File: src/wavhc_pkg.sv
// Package for the WAV header checker: header tags, word positions, status codes
// and the struct of captured header fields. No dependencies.
package wavhc_pkg;

   localparam logic [31:0] TAG_RIFF = 32'h4646_4952;
   localparam logic [31:0] TAG_WAVE = 32'h4556_4157;
   localparam logic [31:0] TAG_FMT  = 32'h2074_6D66;
   localparam logic [31:0] TAG_DATA = 32'h6174_6164;

   localparam logic [31:0] HEADER_BYTES  = 32'd44;
   localparam logic [31:0] CHUNK_BASE    = 32'd20;
   localparam logic [15:0] MAX_BITS      = 16'd32;
   localparam logic [31:0] PCM_FMT_SIZE  = 32'd16;
   localparam logic [15:0] FORMAT_PCM    = 16'd1;

   localparam logic [3:0] WORD_RIFF      = 4'd0;
   localparam logic [3:0] WORD_RIFF_SIZE = 4'd1;
   localparam logic [3:0] WORD_WAVE      = 4'd2;
   localparam logic [3:0] WORD_FMT       = 4'd3;
   localparam logic [3:0] WORD_FMT_SIZE  = 4'd4;
   localparam logic [3:0] WORD_FORMAT    = 4'd5;
   localparam logic [3:0] WORD_RATE      = 4'd6;
   localparam logic [3:0] WORD_BYTE_RATE = 4'd7;
   localparam logic [3:0] WORD_ALIGN     = 4'd8;
   localparam logic [3:0] WORD_DATA      = 4'd9;
   localparam logic [3:0] WORD_LAST      = 4'd10;

   typedef enum logic [2:0] {
      STATUS_OK      = 3'd0,
      STATUS_RIFF    = 3'd1,
      STATUS_WAVE    = 3'd2,
      STATUS_FMT     = 3'd3,
      STATUS_DATA    = 3'd4,
      STATUS_BITS    = 3'd5,
      STATUS_NOT_PCM = 3'd6
   } status_type;

   typedef struct packed {
      logic [3:0]  word_index;
      status_type  first_fault;
      logic [31:0] riff_size;
      logic [31:0] fmt_size;
      logic [15:0] format_tag;
      logic [15:0] channels;
      logic [31:0] sample_rate;
      logic [31:0] byte_rate;
      logic [15:0] align;
      logic [15:0] bit_depth;
      logic [31:0] rate_prod;
      logic        bps_zero;
      logic [3:0]  bps_shift;
   } held_type;

endpackage

File: src/wavhc_channels.sv
// Valid/ready channel interfaces for header words in and check results out.
// Depends on nothing.
interface wavhc_req_if;
   logic        valid;
   logic        ready;
   logic [31:0] header_word;

   modport source (output valid, output header_word, input ready);
   modport sink   (input valid, input header_word, output ready);
endinterface

interface wavhc_rsp_if;
   logic        valid;
   logic        ready;
   logic [2:0]  status;
   logic [31:0] correct_chunk_size;
   logic [31:0] correct_byte_rate;
   logic [15:0] correct_block_align;
   logic [31:0] correct_data_size;
   logic [3:0]  mismatch_flags;
   logic [15:0] channels_seen;
   logic [31:0] rate_seen;

   modport source (output valid, output status, output correct_chunk_size,
                   output correct_byte_rate, output correct_block_align,
                   output correct_data_size, output mismatch_flags,
                   output channels_seen, output rate_seen, input ready);
   modport sink   (input valid, input status, input correct_chunk_size,
                   input correct_byte_rate, input correct_block_align,
                   input correct_data_size, input mismatch_flags,
                   input channels_seen, input rate_seen, output ready);
endinterface

File: src/wav_header_checker_core.sv
// Top level of the WAV header checker: file length register, capture and result.
// Depends on wavhc_pkg, wavhc_channels, wavhc_capture and wavhc_result.
//
// Usage: send the 44-byte canonical header as eleven 32-bit words on req_chan,
// first file byte in bits 7:0. Write the file length through csr_write_enable
// and csr_write_data before the header starts. After the eleventh word one
// result appears on rsp_chan: status, recomputed chunk size, byte rate, block
// align, data size, mismatch flags and the channel and rate fields seen.
// Throughput is one word per cycle. The result is valid the cycle after the
// eleventh word transfers, held in the output register. Words one to ten are
// taken while a result waits; the eleventh word stalls only while the
// previous result is still untaken. The byte-rate product is formed when the
// byte-rate word arrives, so the last word needs only a shift, adds and compares.
// Reset clears the word position, the fault note, the captured fields, the file
// length and the result valid bit.
module wav_header_checker_core
   import wavhc_pkg::*;
(
   input  logic        clock,
   input  logic        reset,
   input  logic        csr_write_enable,
   input  logic [31:0] csr_write_data,
   wavhc_req_if.sink   req_chan,
   wavhc_rsp_if.source rsp_chan
);

   logic [31:0] file_length_ff;
   logic        accept;
   logic        last_fire;
   held_type    held;

   always_ff @(posedge clock) begin
      if (reset) begin
         file_length_ff <= '0;
      end else if (csr_write_enable) begin
         file_length_ff <= csr_write_data;
      end
   end

   assign req_chan.ready = !(held.word_index == WORD_LAST && rsp_chan.valid
                             && !rsp_chan.ready);
   assign accept         = req_chan.valid && req_chan.ready;
   assign last_fire      = accept && held.word_index == WORD_LAST;

   wavhc_capture u_capture (
      .clock  (clock),
      .reset  (reset),
      .accept (accept),
      .word   (req_chan.header_word),
      .held   (held)
   );

   wavhc_result u_result (
      .clock       (clock),
      .reset       (reset),
      .last_fire   (last_fire),
      .word        (req_chan.header_word),
      .file_length (file_length_ff),
      .held        (held),
      .rsp         (rsp_chan)
   );

   assert property (@(posedge clock) disable iff (reset)
      $rose(rsp_chan.valid) |-> $past(last_fire))
      else $error("result appeared without a last-word transfer");

   assert property (@(posedge clock) disable iff (reset)
      !req_chan.ready |-> (rsp_chan.valid && !rsp_chan.ready
                           && held.word_index == WORD_LAST))
      else $error("input stalled without a pending result");

   assert property (@(posedge clock) disable iff (reset)
      last_fire |=> (held.word_index == WORD_RIFF && held.first_fault == STATUS_OK))
      else $error("sequencer did not rewind after the last word");

   assert property (@(posedge clock) disable iff (reset)
      (rsp_chan.valid && !rsp_chan.ready) |=> rsp_chan.valid)
      else $error("untaken result dropped");

endmodule

File: src/wavhc_capture.sv
// Word sequencer and field capture registers for the WAV header checker.
// Depends on wavhc_pkg.
module wavhc_capture
   import wavhc_pkg::*;
(
   input  logic        clock,
   input  logic        reset,
   input  logic        accept,
   input  logic [31:0] word,
   output held_type    held
);

   logic [3:0]  word_index_ff, word_index_in;
   status_type  first_fault_ff, first_fault_in;
   logic [31:0] riff_size_ff, fmt_size_ff, sample_rate_ff, byte_rate_ff, rate_prod_ff;
   logic [15:0] format_tag_ff, channels_ff, align_ff, bit_depth_ff;
   logic        bps_zero_ff;
   logic [3:0]  bps_shift_ff;
   logic [4:0]  depth_log2;
   logic        tag_bad;
   status_type  tag_code;

   function automatic logic [4:0] ceil_log2(input logic [15:0] bits);
      logic [15:0] m;
      logic [4:0]  k;
      m = bits - 16'd1;
      k = 5'd0;
      if (bits > 16'd1) begin
         for (int i = 0; i < 16; i++) begin
            if (m[i]) begin
               k = 5'(i + 1);
            end
         end
      end
      return k;
   endfunction

   assign depth_log2 = ceil_log2(bit_depth_ff);

   always_comb begin
      tag_bad  = 1'b0;
      tag_code = STATUS_OK;
      unique case (word_index_ff)
         WORD_RIFF: begin
            tag_bad  = (word != TAG_RIFF);
            tag_code = STATUS_RIFF;
         end
         WORD_WAVE: begin
            tag_bad  = (word != TAG_WAVE);
            tag_code = STATUS_WAVE;
         end
         WORD_FMT: begin
            tag_bad  = (word != TAG_FMT);
            tag_code = STATUS_FMT;
         end
         WORD_DATA: begin
            tag_bad  = (word != TAG_DATA);
            tag_code = STATUS_DATA;
         end
         default: begin
            tag_bad  = 1'b0;
            tag_code = STATUS_OK;
         end
      endcase
   end

   always_comb begin
      word_index_in  = word_index_ff;
      first_fault_in = first_fault_ff;
      if (accept) begin
         if (word_index_ff == WORD_LAST) begin
            word_index_in  = WORD_RIFF;
            first_fault_in = STATUS_OK;
         end else begin
            word_index_in = word_index_ff + 4'd1;
            if (first_fault_ff == STATUS_OK && tag_bad) begin
               first_fault_in = tag_code;
            end
         end
      end
   end

   always_ff @(posedge clock) begin
      if (reset) begin
         word_index_ff  <= WORD_RIFF;
         first_fault_ff <= STATUS_OK;
         riff_size_ff   <= '0;
         fmt_size_ff    <= '0;
         format_tag_ff  <= '0;
         channels_ff    <= '0;
         sample_rate_ff <= '0;
         byte_rate_ff   <= '0;
         align_ff       <= '0;
         bit_depth_ff   <= '0;
         rate_prod_ff   <= '0;
         bps_zero_ff    <= 1'b1;
         bps_shift_ff   <= '0;
      end else begin
         word_index_ff  <= word_index_in;
         first_fault_ff <= first_fault_in;
         if (accept) begin
            case (word_index_ff)
               WORD_RIFF_SIZE: riff_size_ff <= word;
               WORD_FMT_SIZE:  fmt_size_ff <= word;
               WORD_FORMAT: begin
                  format_tag_ff <= word[15:0];
                  channels_ff   <= word[31:16];
               end
               WORD_RATE: sample_rate_ff <= word;
               WORD_BYTE_RATE: begin
                  byte_rate_ff <= word;
                  rate_prod_ff <= sample_rate_ff * {16'd0, channels_ff};
               end
               WORD_ALIGN: begin
                  align_ff     <= word[15:0];
                  bit_depth_ff <= word[31:16];
               end
               WORD_DATA: begin
                  bps_zero_ff  <= (depth_log2 < 5'd3);
                  bps_shift_ff <= (depth_log2 < 5'd3) ? 4'd0 : 4'(depth_log2 - 5'd3);
               end
               default: ;
            endcase
         end
      end
   end

   assign held.word_index  = word_index_ff;
   assign held.first_fault = first_fault_ff;
   assign held.riff_size   = riff_size_ff;
   assign held.fmt_size    = fmt_size_ff;
   assign held.format_tag  = format_tag_ff;
   assign held.channels    = channels_ff;
   assign held.sample_rate = sample_rate_ff;
   assign held.byte_rate   = byte_rate_ff;
   assign held.align       = align_ff;
   assign held.bit_depth   = bit_depth_ff;
   assign held.rate_prod   = rate_prod_ff;
   assign held.bps_zero    = bps_zero_ff;
   assign held.bps_shift   = bps_shift_ff;

endmodule

File: src/wavhc_result.sv
// Result computation and output register for the WAV header checker.
// Depends on wavhc_pkg and wavhc_rsp_if.
module wavhc_result
   import wavhc_pkg::*;
(
   input  logic        clock,
   input  logic        reset,
   input  logic        last_fire,
   input  logic [31:0] word,
   input  logic [31:0] file_length,
   input  held_type    held,
   wavhc_rsp_if.source rsp
);

   logic        valid_ff;
   status_type  status_ff, status_in;
   logic [31:0] chunk_ff, chunk_in;
   logic [31:0] rate_ff, rate_in;
   logic [15:0] align_ff, align_in;
   logic [31:0] dsize_ff, dsize_in;
   logic [3:0]  flags_ff, flags_in;
   logic [15:0] channels_ff;
   logic [31:0] sample_rate_ff;

   always_comb begin
      if (held.first_fault != STATUS_OK) begin
         status_in = held.first_fault;
      end else if (held.bit_depth > MAX_BITS) begin
         status_in = STATUS_BITS;
      end else if (held.format_tag != FORMAT_PCM || held.fmt_size != PCM_FMT_SIZE) begin
         status_in = STATUS_NOT_PCM;
      end else begin
         status_in = STATUS_OK;
      end
      chunk_in = CHUNK_BASE + held.fmt_size + word;
      rate_in  = held.bps_zero ? 32'd0 : (held.rate_prod << held.bps_shift);
      align_in = held.bps_zero ? 16'd0 : (held.channels << held.bps_shift);
      dsize_in = file_length - HEADER_BYTES;
      flags_in = {dsize_in != word, align_in != held.align,
                  rate_in != held.byte_rate, chunk_in != held.riff_size};
   end

   always_ff @(posedge clock) begin
      if (reset) begin
         valid_ff <= 1'b0;
      end else if (last_fire) begin
         valid_ff <= 1'b1;
      end else if (rsp.ready) begin
         valid_ff <= 1'b0;
      end
   end

   always_ff @(posedge clock) begin
      if (last_fire) begin
         status_ff      <= status_in;
         chunk_ff       <= chunk_in;
         rate_ff        <= rate_in;
         align_ff       <= align_in;
         dsize_ff       <= dsize_in;
         flags_ff       <= flags_in;
         channels_ff    <= held.channels;
         sample_rate_ff <= held.sample_rate;
      end
   end

   assign rsp.valid               = valid_ff;
   assign rsp.status              = status_ff;
   assign rsp.correct_chunk_size  = chunk_ff;
   assign rsp.correct_byte_rate   = rate_ff;
   assign rsp.correct_block_align = align_ff;
   assign rsp.correct_data_size   = dsize_ff;
   assign rsp.mismatch_flags      = flags_ff;
   assign rsp.channels_seen       = channels_ff;
   assign rsp.rate_seen           = sample_rate_ff;

endmodule
File: src/flat_wrapper.sv
// flat-port wrapper written by rule: the top's interface ports become plain ports
module wav_header_checker_core_flat import wavhc_pkg::*;
  (clock, reset, csr_write_enable, csr_write_data, req_chan_valid, req_chan_header_word, req_chan_ready, rsp_chan_valid, rsp_chan_status, rsp_chan_correct_chunk_size, rsp_chan_correct_byte_rate, rsp_chan_correct_block_align, rsp_chan_correct_data_size, rsp_chan_mismatch_flags, rsp_chan_channels_seen, rsp_chan_rate_seen, rsp_chan_ready);
  wavhc_req_if req_chan_i ();
  wavhc_rsp_if rsp_chan_i ();
  input  logic clock;
  input  logic reset;
  input  logic csr_write_enable;
  input  logic [31:0] csr_write_data;
  input wire logic [$bits(req_chan_i.valid)-1:0] req_chan_valid;
  input wire logic [$bits(req_chan_i.header_word)-1:0] req_chan_header_word;
  output wire logic [$bits(req_chan_i.ready)-1:0] req_chan_ready;
  output wire logic [$bits(rsp_chan_i.valid)-1:0] rsp_chan_valid;
  output wire logic [$bits(rsp_chan_i.status)-1:0] rsp_chan_status;
  output wire logic [$bits(rsp_chan_i.correct_chunk_size)-1:0] rsp_chan_correct_chunk_size;
  output wire logic [$bits(rsp_chan_i.correct_byte_rate)-1:0] rsp_chan_correct_byte_rate;
  output wire logic [$bits(rsp_chan_i.correct_block_align)-1:0] rsp_chan_correct_block_align;
  output wire logic [$bits(rsp_chan_i.correct_data_size)-1:0] rsp_chan_correct_data_size;
  output wire logic [$bits(rsp_chan_i.mismatch_flags)-1:0] rsp_chan_mismatch_flags;
  output wire logic [$bits(rsp_chan_i.channels_seen)-1:0] rsp_chan_channels_seen;
  output wire logic [$bits(rsp_chan_i.rate_seen)-1:0] rsp_chan_rate_seen;
  input wire logic [$bits(rsp_chan_i.ready)-1:0] rsp_chan_ready;
  assign req_chan_i.valid = req_chan_valid;
  assign req_chan_i.header_word = req_chan_header_word;
  assign req_chan_ready = req_chan_i.ready;
  assign rsp_chan_valid = rsp_chan_i.valid;
  assign rsp_chan_status = rsp_chan_i.status;
  assign rsp_chan_correct_chunk_size = rsp_chan_i.correct_chunk_size;
  assign rsp_chan_correct_byte_rate = rsp_chan_i.correct_byte_rate;
  assign rsp_chan_correct_block_align = rsp_chan_i.correct_block_align;
  assign rsp_chan_correct_data_size = rsp_chan_i.correct_data_size;
  assign rsp_chan_mismatch_flags = rsp_chan_i.mismatch_flags;
  assign rsp_chan_channels_seen = rsp_chan_i.channels_seen;
  assign rsp_chan_rate_seen = rsp_chan_i.rate_seen;
  assign rsp_chan_i.ready = rsp_chan_ready;
  wav_header_checker_core u_core (.clock(clock), .reset(reset), .csr_write_enable(csr_write_enable), .csr_write_data(csr_write_data), .req_chan(req_chan_i), .rsp_chan(rsp_chan_i));
endmodule
File: config.mk
export PLATFORM = sky130hd
export DESIGN_NAME = wav_header_checker_core_flat
export DESIGN_NICKNAME = d
export VERILOG_FILES = /design/src/wavhc_pkg.sv /design/src/wavhc_channels.sv /design/src/wav_header_checker_core.sv /design/src/wavhc_capture.sv /design/src/wavhc_result.sv /design/src/flat_wrapper.sv
export SDC_FILE = /design/constraint.sdc
export NUM_CORES = 2
export LEC_CHECK = 0
export ABC_AREA = 1
export BUFFER_PORTS_ARGS = -buffer_cell sky130_fd_sc_hd__buf_2
export CORE_UTILIZATION = 55
export CTS_BUF_LIST = sky130_fd_sc_hd__clkbuf_4
export DETAILED_ROUTE_END_ITERATION = 6
export PLACE_DENSITY = 0.74
export SETUP_SLACK_MARGIN = 0.15
export SLEW_MARGIN = 5
export SYNTH_ARGS = -nofsm -noshare
export SYNTH_HDL_FRONTEND = slang
export SYNTH_SLANG_ARGS = --single-unit
File: constraint.sdc
create_clock -name clock -period 13.6 [get_ports clock]
set_input_delay 1.36 -clock clock [delete_from_list [all_inputs] [get_ports clock]]
set_output_delay 1.36 -clock clock [all_outputs]
set_load 0.005 [all_outputs]
==> results.md <==
Run status:
- The run finished, with violations left.
- The final reports fail on design-rule violations.

Yosys:
- The cell type with the largest total area after synthesis is sky130_fd_sc_hd__fa_1.
- When the netlist entered floorplanning its net count stood at 4595.
- The synthesized design devotes to its leading area cell type a little under a fifth of total area.
- The number of library cell types mapped by synthesis is 72.
- Counting flops with an async set or reset pin after synthesis yields a share of 0%.
- The number of enable flip-flop cells after synthesis is roughly 170.
- The synthesized area is between 0.03 and 0.04 mm².
- The sequential area share after synthesis is a little under a third.
- In the post-synthesis netlist, the biggest area contributors are sky130_fd_sc_hd__fa_1, sky130_fd_sc_hd__dfxtp_1, sky130_fd_sc_hd__edfxtp_1.
- The mean post-synth cell area is 8.104 µm².
- The instance count of the mapped netlist is 4089.
- The top flip-flop cell by instance count after synthesis is sky130_fd_sc_hd__dfxtp_1.
- The dominant cell by count in the synthesized netlist is sky130_fd_sc_hd__nand2_1.
- The post-synthesis register bit count is 436.
- By count the netlist is led by sky130_fd_sc_hd__nand2_1, sky130_fd_sc_hd__inv_1, sky130_fd_sc_hd__o21ai_0, sky130_fd_sc_hd__nor2_1, sky130_fd_sc_hd__fa_1.
- The Yosys step of the flow raised 0 warnings.

Worst hold path:
- The path class of the tightest hold or removal check is reg -> reg.
- The worst hold path passes through 2 cells.
- The startpoint identified for the worst hold timing path is u_core.u_capture.riff_size_ff[22]$_SDFFE_PP0P_.
- The path with the worst hold slack has its endpoint at u_core.u_capture.riff_size_ff[22]$_SDFFE_PP0P_.

Clock tree:
- Buffers inserted during clock tree synthesis total 114.
- The count of instances resized after the clock tree is built is 0.
- The CTS tree is built.
- The tree is rooted in a sky130_fd_sc_hd__clkbuf_4.
- For the worst-skew pair, the clock arrives at the later sink with an insertion delay of a little over 0.9 ns.
- Clock-pin slew was measured on the worst setup and hold paths at around 0.07 ns.
- The maximum clock insertion buffer count is 3.
- The H-tree was split into 3 levels.
- In this run, post-CTS hold repair placed 0 buffers.
- The count of clock tree sinks is 436.
- The setup fix buffers added after clock tree synthesis is 0.

Floorplan:
- around 240 I/O pins were placed.
- The core region is 0.05924 mm².
- The floorplan step set the die width to about 250 µm.
- The area enclosed by the die boundary is 0.06123 mm².
- The cell row count is 89.
- The die span in y is 247.5 µm.
- The starting utilization of the core area is 55.93%.

Layout:
- The share of final-layout standard cells stronger than drive strength 1 is between 10% and 20%.
- The final instance area is 0.03623 mm².
- At the end of the flow, the number of nets in the layout was 4772.
- The area growth from synthesis to layout is 9.349%.

Pwr:
- The switching share of total power is a little over a quarter.
- For this design the ratio of total power to cell area is a little under 80 mW/mm².
- In this run the static leakage power is approximately 0.018 µW.
- The worst vdd rail ir drop is 91.58 µV.
- The clock network burns 43.5% of the power.
- Per report_power, the combinational group accounts for under 10% of the total.
- The cell internal power dissipation is just over 2000 µW.
- The net switching component of the power is 749.1 µW.
- Sequential cells account for 49.2% of the total power.

Global route:
- The via count of the first global-routing pass is around 27000.
- The initial antenna violation count is 5.
- Summed over all layers, the global routing overflow is 0.
- The first-pass GRT wire length is about 150000 µm.
- The total global routing track utilization is a little under a third.
- Entering global routing, the biggest net connects about 120 pins.

STA:
- The worst hold-check slack is between 0.4 and 0.5 ns.
- The remaining max-slew budget at the tightest pin is approximately 30%.
- For this run, the top clock speed supported by timing is around 150 MHz.
- The hold violation total from the final report was 0.
- The post-route fraction of the period consumed by the critical path is a little under half.
- The count of pins over their slew limit came to 0.
- Setup repair after global routing left no endpoint under its margin.
- On the final layout, the worst clock skew is 0.09064 ns.
- The total of endpoints with negative setup slack in the final report is 0.
- The setup TNS is 0 ns.
- The transition at the pin with the smallest max-transition slack is between 1 and 1.5 ns.
- The shortest period the worst path allows is about 6.5 ns.

Job:
- The number of maximum-capacitance constraint violations is 0.

Setup path:
- The critical path is of the reg -> reg type.
- The slack of the worst reg-to-reg path is around 7 ns.
- The capture instance of the worst register-to-register path is u_core.u_capture.rate_prod_ff[29]$_SDFFE_PP0P_.
- The critical path capture point type is a flip-flop.
- The worst path arrival time is 7.29 ns.
- The number of cells on the worst reg-to-reg path is 26.
- Of all nets on the critical path, the largest fanout is 18.
- At the worst endpoint, the required time is between 10 and 15 ns.
- The startpoint type of the worst setup path is a flip-flop.
- In this run the critical register-to-register path is launched from u_core.u_capture.sample_rate_ff[7]$_SDFFE_PP0P_.

Routing:
- The via total after detailed routing is around 28000.
- The wire length per cell after detailed routing is 18.45 µm.
- The sum of routed wire length over all layers is approximately 95000 µm.
- The count of TritonRoute iterations in the first routing pass is 7.
- The remaining antenna violation count after routing is 0.
- Using the TritonRoute via totals, the vias-per-cell ratio works out to roughly 5.5.
- The residual DRC count is 8.
- For this block, the initial DRC count from the detailed router was ~2400.

Place:
- Detailed placement ended at an HPWL of roughly 69000 µm.
- The last weighted congestion value of the routability-driven placer is 0.9460.
- During placement, the flow inserted port buffers numbering between 200 and 250.
- The placed standard-cell area is approximately 0.035 mm².
per-layer routing:
| layer | part of all wire [%] | global-route usage (%) | routed length, µm | vias to the layer above |
|---|---|---|---|---|
| met4 | 4.0 | 13.80 | 3810 | 2 |
| met3 | 8.9 | 6.412 | 8412 | 241 |
| met2 | 47 | 51.24 | 44850 | 1166 |
| met5 | 0.014 | 0 | 13 | - |
| met1 | 40 | 40.46 | 37750 | 13500 |
| li1 | - | - | - | 13260 |
registers in the layout, indices dropped and copies added (netlist names), 3 cells and up:
name,count
u_core.u_capture.sample_rate_ff,32
u_core.u_capture.align_ff,16
u_core.u_capture.word_index_ff,4
u_core.u_capture.channels_ff,16
u_core.u_capture.riff_size_ff,32
u_core.u_result.rsp.correct_block_align,16
u_core.u_result.rsp.correct_chunk_size,32
u_core.u_result.rsp.correct_data_size,32
u_core.u_capture.fmt_size_ff,32
u_core.u_capture.rate_prod_ff,32
u_core.u_capture.bps_shift_ff,4
u_core.u_capture.first_fault_ff,3
u_core.u_result.rsp.correct_byte_rate,32
u_core.file_length_ff,32
u_core.u_result.rsp.status,3
u_core.u_capture.format_tag_ff,16
u_core.u_capture.byte_rate_ff,32
u_core.u_result.rsp.channels_seen,16
u_core.u_result.rsp.rate_seen,32
u_core.u_result.rsp.mismatch_flags,4
u_core.u_capture.bit_depth_ff,16
worst max-delay path by stage:
stage | from | endpoint | slack, ns | cells past startpoint
2_1_floorplan | u_core.u_capture.channels_ff[7]$_SDFFE_PP0P_ | u_core.u_capture.rate_prod_ff[29]$_SDFFE_PP0P_ | 7.70 | 28
3_3_place_gp | u_core.u_capture.sample_rate_ff[7]$_SDFFE_PP0P_ | u_core.u_capture.rate_prod_ff[29]$_SDFFE_PP0P_ | 7.27 | 27
3_5_place_dp | u_core.u_capture.sample_rate_ff[7]$_SDFFE_PP0P_ | u_core.u_capture.rate_prod_ff[29]$_SDFFE_PP0P_ | 7.17 | 26
4_1_cts | u_core.u_capture.sample_rate_ff[7]$_SDFFE_PP0P_ | u_core.u_capture.rate_prod_ff[29]$_SDFFE_PP0P_ | 7.14 | 26
5_1_grt | u_core.u_capture.sample_rate_ff[7]$_SDFFE_PP0P_ | u_core.u_capture.rate_prod_ff[29]$_SDFFE_PP0P_ | 6.79 | 26
6_report | u_core.u_capture.sample_rate_ff[7]$_SDFFE_PP0P_ | u_core.u_capture.rate_prod_ff[29]$_SDFFE_PP0P_ | 7.10 | 26
cell usage in the layout (no fill, tap or decap), types with 23 or more instances in the layout:
cell type                  Yosys  final
sky130_fd_sc_hd__clkbuf_4      0    174
sky130_fd_sc_hd__nor4_1       23     23
sky130_fd_sc_hd__buf_2        19    237
sky130_fd_sc_hd__dfxtp_1     269    268
sky130_fd_sc_hd__edfxtp_1    167    167
sky130_fd_sc_hd__xor2_1      118    118
sky130_fd_sc_hd__o21ai_0     356    356
sky130_fd_sc_hd__nand3_1      94     93
sky130_fd_sc_hd__ha_1        132    132
sky130_fd_sc_hd__clkinv_1     11     29
sky130_fd_sc_hd__a21oi_1     285    285
sky130_fd_sc_hd__inv_1       722    720
sky130_fd_sc_hd__fa_1        305    305
sky130_fd_sc_hd__nand2_1     799    799
sky130_fd_sc_hd__xnor2_1      55     55
sky130_fd_sc_hd__nor2_1      309    304
sky130_fd_sc_hd__nand4_1      33     33
sky130_fd_sc_hd__buf_4         7     35
layout make-up:
class,count,area (µm²)
multi-input combinational,2704,19090
antenna,2,5.005
timing repair buffer,272,1449
fill,5305,23010
clock buffer,174,1306
inverter,738,2778
tap,773,967.2
clock inverter,41,240.2
sequential,436,10400
worst max-delay path: stages (launching register included):
cell	delay, ns
sky130_fd_sc_hd__dfxtp_1	0.89
sky130_fd_sc_hd__nand2_1	0.19
sky130_fd_sc_hd__fa_1	0.57
sky130_fd_sc_hd__inv_1	0.05
sky130_fd_sc_hd__fa_1	0.49
sky130_fd_sc_hd__inv_1	0.05
sky130_fd_sc_hd__fa_1	0.54
sky130_fd_sc_hd__inv_1	0.05
sky130_fd_sc_hd__fa_1	0.46
sky130_fd_sc_hd__fa_1	0.50
sky130_fd_sc_hd__inv_1	0.05
sky130_fd_sc_hd__fa_1	0.47
sky130_fd_sc_hd__inv_1	0.04
sky130_fd_sc_hd__ha_1	0.35
sky130_fd_sc_hd__nand2_1	0.08
sky130_fd_sc_hd__nor2_1	0.13
sky130_fd_sc_hd__nand3_1	0.10
sky130_fd_sc_hd__nand4_1	0.21
sky130_fd_sc_hd__a31oi_1	0.18
sky130_fd_sc_hd__o21bai_1	0.24
sky130_fd_sc_hd__a21oi_1	0.14
sky130_fd_sc_hd__o21ai_1	0.20
sky130_fd_sc_hd__nand3_1	0.12
sky130_fd_sc_hd__nand3_1	0.09
sky130_fd_sc_hd__nand3_1	0.08
sky130_fd_sc_hd__nand2_1	0.09
sky130_fd_sc_hd__inv_1	0.04
kinds of logic after synthesis:
kind of cell               synth area share [%]
AOI/OAI and AO/OA                         11.60
xor gates and xnor gates                  4.927
adders and majority gates                 23.41
buffers and inverters                     11.08
DFF                                       31.38
muxes                                    0.5739
and+or+nand+nor                           17.02
stage by stage:
stage	worst slack (ns)	util (%)	total power, µW	cells
floorplan	7.696	-	1536	4089
global placement	7.269	58.55	1606	4923
detailed placement	7.168	58.55	1609	4923
CTS	7.140	61.16	2821	5138
global route	6.786	61.16	2907	5139
finish	7.103	61.16	2806	5140
power by group through the flow:
stage                     Clock [µW]  Combinational, µW  Sequential [µW]
after CTS                       1240                200             1380
after global placement             0                197             1410
after global routing            1300                223             1380
after floorplan                    0                130             1410
final                           1220                205             1380
after detailed placement           0                199             1410
(Power assumes the default switching activity.)
